### config.mk
export PLATFORM = sky130hd
export DESIGN_NAME = sound_triggered_feedback_sequencer
export DESIGN_NICKNAME = d
export VERILOG_FILES = /design/src/rtl/core/sts_pkg.sv /design/src/rtl/core/sts_cell.sv /design/src/rtl/core/sts_window.sv /design/src/rtl/core/sts_seq.sv /design/src/rtl/core/sts_out_buf.sv /design/src/rtl/core/sound_triggered_feedback_sequencer.sv
export SDC_FILE = /design/constraint.sdc
export NUM_CORES = 1
export LEC_CHECK = 0
export BUFFER_PORTS_ARGS = -buffer_cell sky130_fd_sc_hd__buf_2
export CORE_MARGIN = 2
export CORE_UTILIZATION = 40
export CTS_CLUSTER_SIZE = 24
export DETAILED_ROUTE_END_ITERATION = 10
export PLACE_DENSITY_LB_ADDON = 0.2
export SETUP_SLACK_MARGIN = 0.3
export SYNTH_ARGS = -nofsm -noshare
export SYNTH_HDL_FRONTEND = slang
export SYNTH_SLANG_ARGS = --single-unit
### constraint.sdc
create_clock -name clk -period 13 [get_ports clk]
set_input_delay 3.9 -clock clk [delete_from_list [all_inputs] [get_ports clk]]
set_output_delay 3.9 -clock clk [all_outputs]
set_load 0.01 [all_outputs]
### src/rtl/core/sts_pkg.sv
// ----------------------------------------------------------------------------
// sts_pkg: shared types and constants of the feedback sequencer
// Phase and display codes, configuration layout, and the result record.
// ----------------------------------------------------------------------------
package sts_pkg;

	localparam int WINDOW_DEF      = 8;
	localparam int SAMPLE_BITS_DEF = 10;

	localparam int THR_BITS     = 10;
	localparam int TICK_BITS    = 16;
	localparam int AVG_BITS     = 10;
	localparam int CFG_IDX_BITS = 3;
	localparam int CFG_DATA_BITS = 16;

	localparam logic [TICK_BITS-1:0] TICK_MAX = '1;

	typedef enum logic [CFG_IDX_BITS-1:0] {
		CFG_THRESHOLD = 3'd0,
		CFG_GREEN     = 3'd1,
		CFG_LISTEN    = 3'd2,
		CFG_FACE      = 3'd3,
		CFG_RED       = 3'd4
	} cfg_index_t;

	localparam logic [THR_BITS-1:0]  THRESHOLD_RST = 10'd512;
	localparam logic [TICK_BITS-1:0] GREEN_RST     = 16'd200;
	localparam logic [TICK_BITS-1:0] LISTEN_RST    = 16'd300;
	localparam logic [TICK_BITS-1:0] FACE_RST      = 16'd50;
	localparam logic [TICK_BITS-1:0] RED_RST       = 16'd200;

	typedef enum logic [1:0] {
		PH_GREEN  = 2'd0,
		PH_LISTEN = 2'd1,
		PH_FACE   = 2'd2,
		PH_RED    = 2'd3
	} phase_t;

	typedef enum logic [1:0] {
		PAT_OFF   = 2'd0,
		PAT_GREEN = 2'd1,
		PAT_FACE  = 2'd2,
		PAT_RED   = 2'd3
	} pattern_t;

	typedef struct packed {
		logic [THR_BITS-1:0]  threshold;
		logic [TICK_BITS-1:0] green_ticks;
		logic [TICK_BITS-1:0] listen_ticks;
		logic [TICK_BITS-1:0] face_ticks;
		logic [TICK_BITS-1:0] red_ticks;
	} cfg_t;

	// Window control from the sequencer.
	typedef struct packed {
		logic push;
		logic clear;
	} win_ctl_t;

	typedef struct packed {
		logic                write;
		pattern_t            pattern;
		phase_t              phase;
		logic [AVG_BITS-1:0] average;
		logic                goal;
	} res_t;

endpackage

### src/rtl/core/sts_cell.sv
// ----------------------------------------------------------------------------
// sts_cell: one stage of the sample window
// Holds one sample and passes it to the next stage on each shift.
// ----------------------------------------------------------------------------
module sts_cell #(
	parameter int SAMPLE_BITS = 10
) (
	input  logic                   clk,
	input  logic                   arst_n,
	input  logic                   shift,
	input  logic                   clear,
	input  logic [SAMPLE_BITS-1:0] d,
	output logic [SAMPLE_BITS-1:0] q
);

	logic [SAMPLE_BITS-1:0] sample_q;

	always_ff @(posedge clk or negedge arst_n) begin
		if (!arst_n) begin
			sample_q <= '0;
		end else if (clear) begin
			sample_q <= '0;
		end else if (shift) begin
			sample_q <= d;
		end
	end

	assign q = sample_q;

endmodule

### src/rtl/core/sts_window.sv
// ----------------------------------------------------------------------------
// sts_window: moving-average window
// A chain of sample cells with a running sum; the floor average is taken
// by an exact reciprocal multiply.
// ----------------------------------------------------------------------------
module sts_window
	import sts_pkg::*;
#(
	parameter int WINDOW      = WINDOW_DEF,
	parameter int SAMPLE_BITS = SAMPLE_BITS_DEF
) (
	input  logic                   clk,
	input  logic                   arst_n,
	input  win_ctl_t               ctl,
	input  logic [SAMPLE_BITS-1:0] sample,
	output logic [SAMPLE_BITS-1:0] avg_next,
	output logic [SAMPLE_BITS-1:0] avg_last
);

	localparam int LOGW   = $clog2(WINDOW);
	localparam int SUMW   = SAMPLE_BITS + LOGW;
	localparam int SHIFT  = SUMW + LOGW;
	localparam int RECIPW = SUMW + 1;
	localparam int PRODW  = SUMW + RECIPW;
	// Rounded-up reciprocal; with this shift the quotient is exact for any sum.
	localparam logic [63:0] RECIP_WIDE =
		((64'd1 << SHIFT) + 64'(WINDOW) - 64'd1) / 64'(WINDOW);
	localparam logic [RECIPW-1:0] RECIP = RECIP_WIDE[RECIPW-1:0];

	logic [SAMPLE_BITS-1:0] tap [WINDOW+1];
	logic [SUMW-1:0]        sum_q;
	logic [SUMW-1:0]        sum_next;
	logic [PRODW-1:0]       prod;
	logic [SAMPLE_BITS-1:0] avg_q;

	assign tap[0] = sample;

	for (genvar i = 0; i < WINDOW; i++) begin : g_cell
		sts_cell #(
			.SAMPLE_BITS(SAMPLE_BITS)
		) u_cell (
			.clk   (clk),
			.arst_n(arst_n),
			.shift (ctl.push),
			.clear (ctl.clear),
			.d     (tap[i]),
			.q     (tap[i+1])
		);
	end

	assign sum_next = sum_q - SUMW'(tap[WINDOW]) + SUMW'(sample);
	assign prod     = PRODW'(sum_next) * PRODW'(RECIP);
	assign avg_next = prod[SHIFT +: SAMPLE_BITS];

	always_ff @(posedge clk or negedge arst_n) begin
		if (!arst_n) begin
			sum_q <= '0;
			avg_q <= '0;
		end else if (ctl.clear) begin
			sum_q <= '0;
		end else if (ctl.push) begin
			sum_q <= sum_next;
			avg_q <= avg_next;
		end
	end

	assign avg_last = avg_q;

endmodule

### src/rtl/core/sts_seq.sv
// ----------------------------------------------------------------------------
// sts_seq: phase sequencer
// Moves through the green, listen, face and red phases on accepted ticks
// and builds the result record of each tick.
// ----------------------------------------------------------------------------
module sts_seq
	import sts_pkg::*;
#(
	parameter int SAMPLE_BITS = SAMPLE_BITS_DEF
) (
	input  logic                   clk,
	input  logic                   arst_n,
	input  logic                   fire,
	input  cfg_t                   cfg,
	input  logic [SAMPLE_BITS-1:0] avg_next,
	input  logic [SAMPLE_BITS-1:0] avg_last,
	output win_ctl_t               ctl,
	output res_t                   res
);

	localparam int CMPW = (SAMPLE_BITS > AVG_BITS) ? SAMPLE_BITS : AVG_BITS;

	phase_t               phase_q, phase_d;
	logic [TICK_BITS-1:0] cnt_q, cnt_d;
	logic                 green_ent_q, green_ent_d;
	logic                 face_ent_q, face_ent_d;
	logic                 red_ent_q, red_ent_d;
	logic                 goal_q, goal_d;

	logic [TICK_BITS-1:0] cnt_base, cnt_bump, limit;
	logic [CMPW-1:0]      avg_next_ext, avg_shown_ext;
	logic                 hit, done;
	logic                 write;
	pattern_t             pattern;

	assign avg_next_ext = CMPW'(avg_next);
	assign hit          = avg_next_ext >= CMPW'(cfg.threshold);

	// Green and red restart the count on their first tick.
	assign cnt_base = (((phase_q == PH_GREEN) && !green_ent_q) ||
	                   ((phase_q == PH_RED) && !red_ent_q)) ? '0 : cnt_q;
	assign cnt_bump = (cnt_base == TICK_MAX) ? cnt_base : cnt_base + 1'b1;

	always_comb begin
		case (phase_q)
			PH_GREEN:  limit = cfg.green_ticks;
			PH_LISTEN: limit = cfg.listen_ticks;
			PH_FACE:   limit = cfg.face_ticks;
			default:   limit = cfg.red_ticks;
		endcase
	end

	assign done = cnt_bump >= limit;

	// Next state.
	always_comb begin
		phase_d     = phase_q;
		cnt_d       = cnt_q;
		green_ent_d = green_ent_q;
		face_ent_d  = face_ent_q;
		red_ent_d   = red_ent_q;
		goal_d      = goal_q;
		if (fire) begin
			unique case (phase_q)
				PH_GREEN: begin
					green_ent_d = 1'b1;
					cnt_d       = cnt_bump;
					if (done) begin
						green_ent_d = 1'b0;
						phase_d     = PH_LISTEN;
						cnt_d       = '0;
					end
				end
				PH_LISTEN: begin
					if (hit) begin
						goal_d  = 1'b1;
						cnt_d   = '0;
						phase_d = PH_FACE;
					end else begin
						cnt_d = cnt_bump;
						if (done) begin
							if (goal_q) begin
								phase_d = PH_GREEN;
								goal_d  = 1'b0;
							end else begin
								phase_d = PH_RED;
							end
						end
					end
				end
				PH_FACE: begin
					face_ent_d = 1'b1;
					if (hit) begin
						cnt_d = '0;
					end else if (done) begin
						phase_d    = PH_LISTEN;
						face_ent_d = 1'b0;
						cnt_d      = '0;
					end else begin
						cnt_d = cnt_bump;
					end
				end
				PH_RED: begin
					red_ent_d = 1'b1;
					cnt_d     = cnt_bump;
					if (done) begin
						red_ent_d = 1'b0;
						phase_d   = PH_GREEN;
					end
				end
			endcase
		end
	end

	// Outputs.
	always_comb begin
		write     = 1'b0;
		pattern   = PAT_OFF;
		ctl.push  = 1'b0;
		ctl.clear = 1'b0;
		unique case (phase_q)
			PH_GREEN: begin
				write     = !green_ent_q;
				pattern   = green_ent_q ? PAT_OFF : PAT_GREEN;
				ctl.clear = fire && done;
			end
			PH_LISTEN: begin
				write    = 1'b1;
				ctl.push = fire;
			end
			PH_FACE: begin
				write    = !face_ent_q;
				pattern  = face_ent_q ? PAT_OFF : PAT_FACE;
				ctl.push = fire;
			end
			PH_RED: begin
				write   = !red_ent_q;
				pattern = red_ent_q ? PAT_OFF : PAT_RED;
			end
		endcase
	end

	assign avg_shown_ext = ctl.push ? avg_next_ext : CMPW'(avg_last);

	assign res.write   = write;
	assign res.pattern = pattern;
	assign res.phase   = phase_d;
	assign res.average = avg_shown_ext[AVG_BITS-1:0];
	assign res.goal    = goal_d;

	always_ff @(posedge clk or negedge arst_n) begin
		if (!arst_n) begin
			phase_q     <= PH_GREEN;
			cnt_q       <= '0;
			green_ent_q <= 1'b0;
			face_ent_q  <= 1'b0;
			red_ent_q   <= 1'b0;
			goal_q      <= 1'b0;
		end else begin
			phase_q     <= phase_d;
			cnt_q       <= cnt_d;
			green_ent_q <= green_ent_d;
			face_ent_q  <= face_ent_d;
			red_ent_q   <= red_ent_d;
			goal_q      <= goal_d;
		end
	end

endmodule

### src/rtl/core/sts_out_buf.sv
// ----------------------------------------------------------------------------
// sts_out_buf: result output register with skid stage
// Lets one more item in while the receiver stalls on a waiting result.
// ----------------------------------------------------------------------------
module sts_out_buf
	import sts_pkg::*;
(
	input  logic clk,
	input  logic arst_n,
	input  logic push,
	input  res_t push_res,
	output logic ready,
	output logic out_valid,
	input  logic out_ready,
	output res_t out_res
);

	res_t main_q, skid_q;
	logic main_valid_q, skid_valid_q;
	logic pop;

	assign ready     = !skid_valid_q;
	assign pop       = main_valid_q && out_ready;
	assign out_valid = main_valid_q;
	assign out_res   = main_q;

	always_ff @(posedge clk or negedge arst_n) begin
		if (!arst_n) begin
			main_valid_q <= 1'b0;
			skid_valid_q <= 1'b0;
		end else begin
			if (!main_valid_q || pop) begin
				main_valid_q <= skid_valid_q || push;
				skid_valid_q <= 1'b0;
			end else if (push) begin
				skid_valid_q <= 1'b1;
			end
		end
	end

	always_ff @(posedge clk) begin
		if (!main_valid_q || pop) begin
			main_q <= skid_valid_q ? skid_q : push_res;
		end else if (push) begin
			skid_q <= push_res;
		end
	end

endmodule

### src/rtl/core/sound_triggered_feedback_sequencer.sv
// ----------------------------------------------------------------------------
// sound_triggered_feedback_sequencer: sound-triggered display sequencer
// Time-base ticks carrying envelope samples drive a green/listen/face/red
// cycle and produce one display result per tick.
// ----------------------------------------------------------------------------
// Usage:
//   Each item on the input channel (in_valid/in_ready, field sample) is one
//   time-base tick. Every accepted item yields exactly one result item on the
//   output channel (out_valid/out_ready): a display command flag and pattern,
//   the phase after the tick, the latest window average and the goal flag.
//   Each result is registered before out_valid shows it. One item per cycle
//   is taken while the receiver keeps up; the running sum, the reciprocal
//   multiply for the average and the threshold compare are combinational.
//   When the receiver stalls, one further item is taken into a skid stage,
//   after which in_ready stays low until the waiting result is taken.
//   Asynchronous reset puts the block in the green phase with an empty window,
//   zero counters and the default register values; no result is pending.
//   Register writes on cfg_write, cfg_index, cfg_data ignore unknown indexes;
//   the user must write only while no item is in flight; this is not enforced.
// ----------------------------------------------------------------------------
module sound_triggered_feedback_sequencer
	import sts_pkg::*;
#(
	parameter int WINDOW      = WINDOW_DEF,
	parameter int SAMPLE_BITS = SAMPLE_BITS_DEF
) (
	input  logic                     clk,
	input  logic                     arst_n,
	input  logic                     cfg_write,
	input  logic [CFG_IDX_BITS-1:0]  cfg_index,
	input  logic [CFG_DATA_BITS-1:0] cfg_data,
	input  logic                     in_valid,
	output logic                     in_ready,
	input  logic [SAMPLE_BITS-1:0]   sample,
	output logic                     out_valid,
	input  logic                     out_ready,
	output logic                     display_write,
	output logic [1:0]               display_pattern,
	output logic [1:0]               phase_after,
	output logic [AVG_BITS-1:0]      average_level,
	output logic                     goal_reached
);

	cfg_t                   cfg_q;
	win_ctl_t               win_ctl;
	logic [SAMPLE_BITS-1:0] avg_next, avg_last;
	res_t                   step_res, out_res;
	logic                   fire;

	assign fire = in_valid && in_ready;

	always_ff @(posedge clk or negedge arst_n) begin
		if (!arst_n) begin
			cfg_q.threshold    <= THRESHOLD_RST;
			cfg_q.green_ticks  <= GREEN_RST;
			cfg_q.listen_ticks <= LISTEN_RST;
			cfg_q.face_ticks   <= FACE_RST;
			cfg_q.red_ticks    <= RED_RST;
		end else if (cfg_write) begin
			unique case (cfg_index)
				CFG_THRESHOLD: cfg_q.threshold    <= cfg_data[THR_BITS-1:0];
				CFG_GREEN:     cfg_q.green_ticks  <= cfg_data[TICK_BITS-1:0];
				CFG_LISTEN:    cfg_q.listen_ticks <= cfg_data[TICK_BITS-1:0];
				CFG_FACE:      cfg_q.face_ticks   <= cfg_data[TICK_BITS-1:0];
				CFG_RED:       cfg_q.red_ticks    <= cfg_data[TICK_BITS-1:0];
				default: ;
			endcase
		end
	end

	sts_window #(
		.WINDOW     (WINDOW),
		.SAMPLE_BITS(SAMPLE_BITS)
	) u_window (
		.clk     (clk),
		.arst_n  (arst_n),
		.ctl     (win_ctl),
		.sample  (sample),
		.avg_next(avg_next),
		.avg_last(avg_last)
	);

	sts_seq #(
		.SAMPLE_BITS(SAMPLE_BITS)
	) u_seq (
		.clk     (clk),
		.arst_n  (arst_n),
		.fire    (fire),
		.cfg     (cfg_q),
		.avg_next(avg_next),
		.avg_last(avg_last),
		.ctl     (win_ctl),
		.res     (step_res)
	);

	sts_out_buf u_out_buf (
		.clk      (clk),
		.arst_n   (arst_n),
		.push     (fire),
		.push_res (step_res),
		.ready    (in_ready),
		.out_valid(out_valid),
		.out_ready(out_ready),
		.out_res  (out_res)
	);

	assign display_write   = out_res.write;
	assign display_pattern = out_res.pattern;
	assign phase_after     = out_res.phase;
	assign average_level   = out_res.average;
	assign goal_reached    = out_res.goal;

endmodule

==> impl_metrics.py <==
metrics = {
    "critical_path": {
        "setup.worst_path.start_class": "input port",
        "r2r-start": "u_seq.phase_q[0]",
        "critical_path_required_ns": 13.41,
        "cpMaxStageDelayCell": "a2bb2oi_2",
        "crit_top_cell": "inv_1",
        "path_class": "in -> reg",
        "r2r_end": "u_window.avg_last[1]",
        "critPathMaxStageDelay_ns": 0.66,
        "end_kind": "flop",
        "arrival_ns": 8.46,
        "r2r_slack_ns": 7.15,
        "cp_cell_sequence": "buf_2 > inv_1 > fa_1 > inv_1 > ha_1 > nor2b_4 > o31ai_2 > a21oi_1 > a41o_1 > o41ai_2 > xnor2_1 > xor2_1 > inv_1 > ha_1 > o211a_1 > o21a_1 > a2bb2oi_2 > nor2_1 > a221o_1",
        "r2r_cells": 21,
        "crit_fanout": 19,
    },
    "timing": {
        "slew_headroom_pct": 29.4,
        "hold_violations": 0,
        "maxSlewViolCount": 0,
        "skew_ns": 0.0163,
        "fin_crit_ns": 8.05,
        "tightest_slew_ns": 1.06,
        "setup_violations": 0,
        "rsz0062_at_grt": "false",
        "finalCritPeriodShare_pct": 61.9,
        "max_clock_freq_mhz": 124,
        "setup_slack_ns": 4.95,
        "fin_setup_tns_ns": 0,
    },
    "clocking": {
        "cts_resized": 0,
        "cts_tree": "done",
        "clock-sinks": 233,
        "clkSlewWorstSetupHoldPaths_ns": 0.06,
        "cts_setup_buffers": 0,
        "cts_max_path_buffers": 3,
        "ctsRootBufferMaster": "clkbuf_16",
        "cts_hold_buf": 0,
        "numCtsBuffers": 27,
        "htreeDepth": 1,
        "clk_latency_ns": 0.54,
    },
    "detailed_routing": {
        "drt_iter0_markers": 538,
        "drt_first_pass_iters": 5,
        "wl_met3_um": 1140,
        "wl_met1_um": 12500,
        "top_layer": "met4",
        "drtAntennaViolNets": 0,
        "drc": 0,
        "wl_per_cell_um": 15.6,
        "wl_met2_um": 10500,
        "route.final.wire_length_um": 24400,
        "route.vias.total": 8029,
        "via_per_inst": 5.12,
    },
    "synthesis": {
        "avgSynthCellArea_um2": 10.2,
        "synth_top_cells_by_area": "dfrtp_1 (41%), nand2_1 (8.5%), edfxtp_1 (8.3%)",
        "synth_top_cell_by_area": "dfrtp_1",
        "ys_ff_latch": 233,
        "synthDistinctLibCells": 66,
        "ys.warnings.count": 0,
        "yosysTopAreaCellShare_pct": 40.6,
        "ys_seq_area_share_pct": 52.1,
        "syn-num-nets": 1220,
        "synth-async-reset-ratio_pct": 86.3,
        "syn_area_um2": 11500,
        "synthCells": 1129,
        "ys.flop_type": "dfrtp_1",
        "synth_edf_count": 32,
    },
    "floorplan": {
        "dieArea_um2": 30200,
        "initial_core_util_pct": 40.4,
        "io_pins": 52,
        "coreArea_um2": 28500,
        "rows": 62,
        "die_h_um": 174,
        "die_w_um": 174,
    },
    "place": {
        "place_ws_ns": 4.39,
        "dpl.hpwl_um": 15500,
        "place_congestion": 0.774,
        "port_buffers": 51,
    },
    "status": {
        "status": "completed",
    },
    "global_route": {
        "grt-ovfl-total": 0,
        "grt_pass1_wl_um": 41900,
        "antenna_found_initial": 0,
        "grt_usage_pct": 16.7,
        "grt_max_degree": 93,
        "grt_pass1_vias": 7969,
    },
    "layout": {
        "n_antenna_cell": 0,
        "nFillCells": 2752,
        "final_nets": 1254,
        "syn2layout_area_growth_pct": 13.6,
        "drive_gt1_share_pct": 18.8,
    },
    "worst_hold_path": {
        "hold_path_startpoint": "u_seq.red_ent_q",
        "min_to": "u_seq.red_ent_q",
        "hold_class": "reg -> reg",
        "holdPathStages": 2,
    },
    "power": {
        "leakage_nw": 5.87,
        "power.density_nw_per_um2": 269,
        "vdd.ir_drop.worst_v": 0.000161,
    },
    "job": {
        "maxCapViolations": 0,
    },
}
placed cells by master (no fill, tap or decap), types with 8 or more instances in the layout:
master	Yosys	routed
edfxtp_1	32	32
buf_2	4	50
buf_4	0	13
dfstp_2	14	14
nor2_1	34	34
a222oi_1	16	16
fa_1	10	10
clkbuf_16	0	28
xor2_1	8	8
o31ai_1	9	9
nand2_1	261	260
mux2_2	85	85
inv_1	64	64
a21oi_1	106	106
ha_1	47	47
nor3_1	10	9
nand3_1	15	15
xnor2_1	12	12
dfrtp_1	187	187
o21ai_0	50	50
worst max path at each step:
stage	depth (start not counted)	endpoint	start	slack, ns
6_report	19	u_seq.cnt_q[15]	sample[2]	4.95
5_1_grt	19	u_seq.cnt_q[15]	sample[2]	4.60
4_1_cts	19	u_seq.cnt_q[15]	sample[2]	4.95
3_5_place_dp	19	u_seq.cnt_q[15]	sample[2]	4.39
3_3_place_gp	19	u_seq.cnt_q[15]	sample[2]	4.47
2_1_floorplan	20	u_seq.cnt_q[11]	sample[2]	5.22
cells by family after synthesis:
logic type               Yosys count  synth area share (%)
AND/OR/NAND/NOR                  372                  13.8
buffers and inverters            124                  4.40
multiplexers                      87                  8.47
AO/OA/AOI/OAI                    236                  12.9
adder cells (fa/ha/maj)           57                  6.83
XOR/XNOR                          20                  1.52
flip-flops                       233                  52.1
metrics by stage:
| step | area (um2) | util, % | std cells | power [mW] | hold slack (ns) |
|---|---|---|---|---|---|
| 6_report | 13100 | 45.9 | 1568 | 3.53 | 0.467 |
| 5_1_grt | 13100 | 45.9 | 1568 | 3.86 | 0.495 |
| 4_1_cts | 13100 | 45.9 | 1568 | 3.57 | 0.475 |
| 3_5_place_dp | 12100 | 42.6 | 1518 | 2.74 | 0.461 |
| 3_3_place_gp | 12100 | 42.6 | 1518 | 2.71 | 0.452 |
| 2_1_floorplan | 11500 | - | 1129 | 2.34 | 0.440 |
layer usage:
metal  track usage [%]  vias up
met1              25.5     3920
met4              3.68        0
li1                  -     3965
met5                 0        -
met2              25.0      123
met3              2.57       21
layout make-up:
class / count / area [um2] / area share [%]
tap: 384 / 480 / 3.67
timing repair buffer: 64 / 362 / 2.76
sequential: 233 / 6010 / 45.8
clock buffer: 38 / 768 / 5.86
clock inverter: 12 / 189 / 1.44
multi-input combinational: 772 / 5050 / 38.6
inverter: 65 / 244 / 1.86
Yosys cell counts (all sizes together), types with 8 or more instances:
master and count:
ha 47, mux2 85, nor2 36, xor2 8, inv 64, a21oi 107
nand3 15, clkbuf 45, fa 10, o31ai 11, a222oi 16, nor3 10
o21ai 50, and2 8, xnor2 12, edfxtp 32, dfrtp 187, dfstp 14
and3 9, nand2 261, buf 14
critical path, delay by kind of cell:
family	cells	cell delay, ns
buf+inv	4	0.27
fa+ha+maj	3	1.12
xor+xnor	2	0.50
simple gates	2	0.28
compound gates	8	2.37
registers in the layout (all words and copies together), names as in the netlist:
name and cells:
u_out_buf.skid_valid_q 1, u_window.g_cell.u_cell.q 80, u_out_buf.out_valid 1, u_window.sum_q 13, u_seq.phase_q 2, u_seq.goal_q 1
cfg_q 74, u_seq.face_ent_q 1, u_window.avg_last 10, u_out_buf.out_res 16, u_seq.red_ent_q 1, u_seq.cnt_q 16
u_seq.green_ent_q 1, u_out_buf.skid_q 16
power by group:
part / switching [mW] / internal [mW]
Sequential: 0.120 / 1.00
Clock: 0.303 / 0.510
Combinational: 0.937 / 0.659
Total: 1.36 / 2.17
(Power assumes the default switching activity.)
